### src/sv/ppms_pkg.sv
package ppms_pkg;

  // Position and fixed-point geometry
  localparam int POS_W    = 24;
  localparam int ERR_W    = POS_W + 1;
  localparam int GAIN_W   = 24;
  localparam int FRAC_W   = 16;
  localparam int TOL_W    = 16;
  localparam int REL_TOL_Q16 = 655;

  // Drive saturation
  localparam int DRIVE_MAX = 255;
  localparam int DRV_W     = $clog2(DRIVE_MAX + 1) + 1;
  localparam int INT_W     = DRV_W + FRAC_W;

  // Counter widths
  localparam int PER_W   = 16;
  localparam int RUN_W   = 24;
  localparam int STILL_W = 8;

  // Configuration port
  localparam int CFG_IDX_W  = 4;
  localparam int CFG_DATA_W = 24;

  typedef enum logic [2:0] {
    FN_TICK  = 3'd0,
    FN_GOTO  = 3'd1,
    FN_OPEN  = 3'd2,
    FN_CLOSE = 3'd3,
    FN_STOP  = 3'd4
  } ppms_func_t;

  typedef enum logic [1:0] {
    FIN_NONE    = 2'd0,
    FIN_SETTLED = 2'd1,
    FIN_TIMEOUT = 2'd2,
    FIN_STOPPED = 2'd3
  } ppms_fin_t;

  typedef enum logic [CFG_IDX_W-1:0] {
    REG_GAIN_P        = 4'd0,
    REG_GAIN_I        = 4'd1,
    REG_GAIN_D        = 4'd2,
    REG_SAMPLE_PERIOD = 4'd3,
    REG_SETTLE_WINDOW = 4'd4,
    REG_SETTLE_COUNT  = 4'd5,
    REG_MAX_RUN       = 4'd6,
    REG_ABS_TOL       = 4'd7
  } ppms_reg_t;

  // Loop gains handed to the PID datapath
  typedef struct packed {
    logic [GAIN_W-1:0] gain_p;
    logic [GAIN_W-1:0] gain_i;
    logic [GAIN_W-1:0] gain_d;
  } ppms_gains_t;

endpackage

### src/sv/ppms_close.sv
// Closeness test: |a-b| <= tol, or |a-b|*2^16 <= REL_TOL_Q16 * max(|b|,1)
module ppms_close import ppms_pkg::*; (
  input  logic signed [POS_W-1:0] a_i,
  input  logic signed [POS_W-1:0] b_i,
  input  logic        [TOL_W-1:0] abs_tol_i,
  output logic                    close_o
);

  localparam int CMP_W = ERR_W + FRAC_W;

  logic signed [ERR_W-1:0] diff;
  logic        [ERR_W-1:0] err;
  logic signed [ERR_W-1:0] b_ext;
  logic        [ERR_W-1:0] b_mag;
  logic        [ERR_W-1:0] den;
  logic        [CMP_W-1:0] lhs;
  logic        [CMP_W-1:0] rhs;

  always_comb begin
    diff  = ERR_W'(a_i) - ERR_W'(b_i);
    err   = diff[ERR_W-1] ? ERR_W'(-diff) : ERR_W'(diff);
    b_ext = ERR_W'(b_i);
    b_mag = b_ext[ERR_W-1] ? ERR_W'(-b_ext) : ERR_W'(b_ext);
    den   = (b_mag == '0) ? ERR_W'(1) : b_mag;
    lhs   = {err, FRAC_W'(0)};
    rhs   = CMP_W'(FRAC_W'(REL_TOL_Q16)) * CMP_W'(den);
  end

  assign close_o = (err <= ERR_W'(abs_tol_i)) || (lhs <= rhs);

endmodule

### config.mk
export PLATFORM = sky130hd
export DESIGN_NAME = ppms_close
export DESIGN_NICKNAME = d
export VERILOG_FILES = /design/src/sv/ppms_pkg.sv /design/src/sv/ppms_close.sv
export SDC_FILE = /design/constraint.sdc
export NUM_CORES = 1
export LEC_CHECK = 0
export BUFFER_PORTS_ARGS = -buffer_cell sky130_fd_sc_hd__buf_2
export CAP_MARGIN = 20
export CELL_PAD_IN_SITES_DETAIL_PLACEMENT = 1
export CELL_PAD_IN_SITES_GLOBAL_PLACEMENT = 2
export CORE_MARGIN = 3
export CORE_UTILIZATION = 39
export DETAILED_ROUTE_END_ITERATION = 10
export GPL_TIMING_DRIVEN = 1
export PLACE_DENSITY_LB_ADDON = 0.3
export SYNTH_ARGS = -nofsm -noshare
export SYNTH_HDL_FRONTEND = slang
export SYNTH_SLANG_ARGS = --single-unit
### constraint.sdc
create_clock -name vclk -period 15.9
set_clock_uncertainty 0.1 [all_clocks]
set_input_delay 3.18 -clock vclk [all_inputs]
set_output_delay 3.18 -clock vclk [all_outputs]
set_load 0.1 [all_outputs]
==> metrics.txt <==
worst hold path type in2out; average cell area after synthesis 7.961 um2; chip height 153.5 um; mean routed wirelength per cell 18.13 um; commonest non-fill, non-tap cell in the layout sky130_fd_sc_hd__ha_1; Fmax 0.06419 GHz; most prevalent standard cell on the critical path sky130_fd_sc_hd__a21o_1; Worst Setup Start Kind primary input; Syn-to-layout area delta 15.82%; 1st-pass router iterations 4; input/output buffers 65; layout cell share with drive strength beyond 1 0.1500; cell type with the largest total area after synthesis sky130_fd_sc_hd__ha_1; pin count of the biggest net entering global routing 24; CP arrival 12300 ps; die area 23570 um2; antenna violations before repair 1; remaining antenna violation count after routing 0; Worst Max-Slew Pin Slew 974.7 ps; clock buffer instance count of the final layout 0; vias in the first global route 8128; Die X 153.5 um; critical path fanouts, max 6; drt initial violations 313; # hold bufs at CTS 0; grt ovf 0; number of warnings printed during yosys synthesis 0; Antenna diodes 0; proportion of synthesized chip area in sequential cells 0; vias post-DR 7843; commonest non-fill, non-tap cells in the layout 193 x sky130_fd_sc_hd__ha_1, 187 x sky130_fd_sc_hd__inv_1, 70 x sky130_fd_sc_hd__fa_1; type of the worst setup path in2out; data required time of the critical path 12620 ps; mapped cell area 8487 um2; Final setup violation count 0; clock period minus worst slack 15580 ps; remaining routing DRC violations 0; family of cells with the greatest summed delay on the critical path compound AO/OA/AOI/OAI gates; status finished, final reports clean; count of flip-flops and latches 0; area of combinational cells with multiple inputs 7983 um2; crit-path max cell delay 600 ps; minimum hold slack 7140 ps; GRT Resource Usage Total 0.2158; core region area 21220 um2; number of hold violations in the final report 0; critical path's slowest cell sky130_fd_sc_hd__or4_4; worst max-slew margin expressed relative to the limit 0.3456; max-slew violation count 0; routed vias/inst 5.416; Synth cell types 67; final weighted congestion in routability-driven placement 0.8831; total half-perimeter wirelength after legalization and detailed placement 22990 um; first-pass GRT wire length 42390 um; I/O pin cnt 65; final WL 26250 um; Core Rows 53; kind of end point of the critical path output port; cells after synthesis 1066; max-capacitance violation count 0; FF/Latch Area 0 um2; starting density of the core 0.3999; Placement Cell Area 9468 um2; main area contributors after synthesis sky130_fd_sc_hd__ha_1 29%, sky130_fd_sc_hd__fa_1 17%, sky130_fd_sc_hd__inv_1 8.4%; Worst Path Buf+Inv 7; Synth top area share 0.2875; post-route cell area 9829 um2; final-stage net count 1504; fillcell total 2628; ratio of final minimum period to clock period 0.9798
tightest hold or removal path: stages:
cell	delay [ps]
sky130_fd_sc_hd__buf_2	80
sky130_fd_sc_hd__ha_1	190
sky130_fd_sc_hd__xor2_1	120
sky130_fd_sc_hd__nand2_1	70
sky130_fd_sc_hd__o32a_1	190
sky130_fd_sc_hd__nor4_4	70
sky130_fd_sc_hd__buf_12	160
final timing paths:
| check | startpoint | end | slack [ps] | cells past startpoint |
|---|---|---|---|---|
| worst max-delay path | b_i[5] | close_o | 320 | 43 |
| worst min-delay path | a_i[23] | close_o | 7140 | 7 |
cell usage after synthesis (11+ instances only):
cell                       number
sky130_fd_sc_hd__ha_1         195
sky130_fd_sc_hd__inv_1        190
sky130_fd_sc_hd__fa_1          70
sky130_fd_sc_hd__xnor2_1       69
sky130_fd_sc_hd__nor2_1        60
sky130_fd_sc_hd__nand2_1       51
sky130_fd_sc_hd__a21oi_1       50
sky130_fd_sc_hd__o21ai_0       50
sky130_fd_sc_hd__xor2_1        37
sky130_fd_sc_hd__a21o_1        27
sky130_fd_sc_hd__nor3_1        18
sky130_fd_sc_hd__nand3_1       17
sky130_fd_sc_hd__o21bai_1      17
sky130_fd_sc_hd__a31oi_1       16
sky130_fd_sc_hd__o21a_1        15
sky130_fd_sc_hd__clkbuf_1      14
sky130_fd_sc_hd__nand2b_1      13
sky130_fd_sc_hd__o31ai_1       12
sky130_fd_sc_hd__a211oi_1      11
final cells by class:
cell class,count,area share
Multi-Input combinational cell,861,0.8121
Inverter,190,0.07256
Tap cell,275,0.03501
Timing Repair Buffer,122,0.08032
logic make-up (layout without fill, tap and decap cells):
group,Yosys count,count (layout),synth area share
other cells,2,7,0.0008849
buf+inv,210,312,0.09376
xor+xnor,106,106,0.1094
compound gates,256,256,0.2032
simple gates,222,222,0.1342
fa+ha+maj,266,266,0.4538
mux,4,4,0.004865
stage by stage:
stage | TNS (ps) | instances | utilization | setup WS, ps
after global routing | -69.99 | 1448 | 0.4632 | -69.99
after CTS | 0 | 1431 | 0.4469 | 16.97
after detailed placement | -164.3 | 1430 | 0.4462 | -164.3
final | 0 | 1448 | 0.4632 | 321.7
after floorplan | 0 | 1071 | - | 4.603
after global placement | 0 | 1430 | 0.4462 | 73.64
what timing repair did:
item / CTS / global route
setup buffers: 1 / 15
endpoints found under the setup margin: 1 / 1
hold endpoints to repair: 0 / 0
pin swaps: 2 / 26
cloned: 0 / 1
gates resized for setup: 2 / 39
layer usage:
metal	vias up	GRT usage	part of all wire
li1	3908	-	-
met2	114	0.3620	0.46
met1	3794	0.3238	0.49
met5	-	0	0.00050
met3	25	0.005910	0.033
met4	2	0.01766	0.016
Power is left out: the tool's default activity adds up to more than one toggle a clock period on the data nets, which glitch-free logic cannot reach.
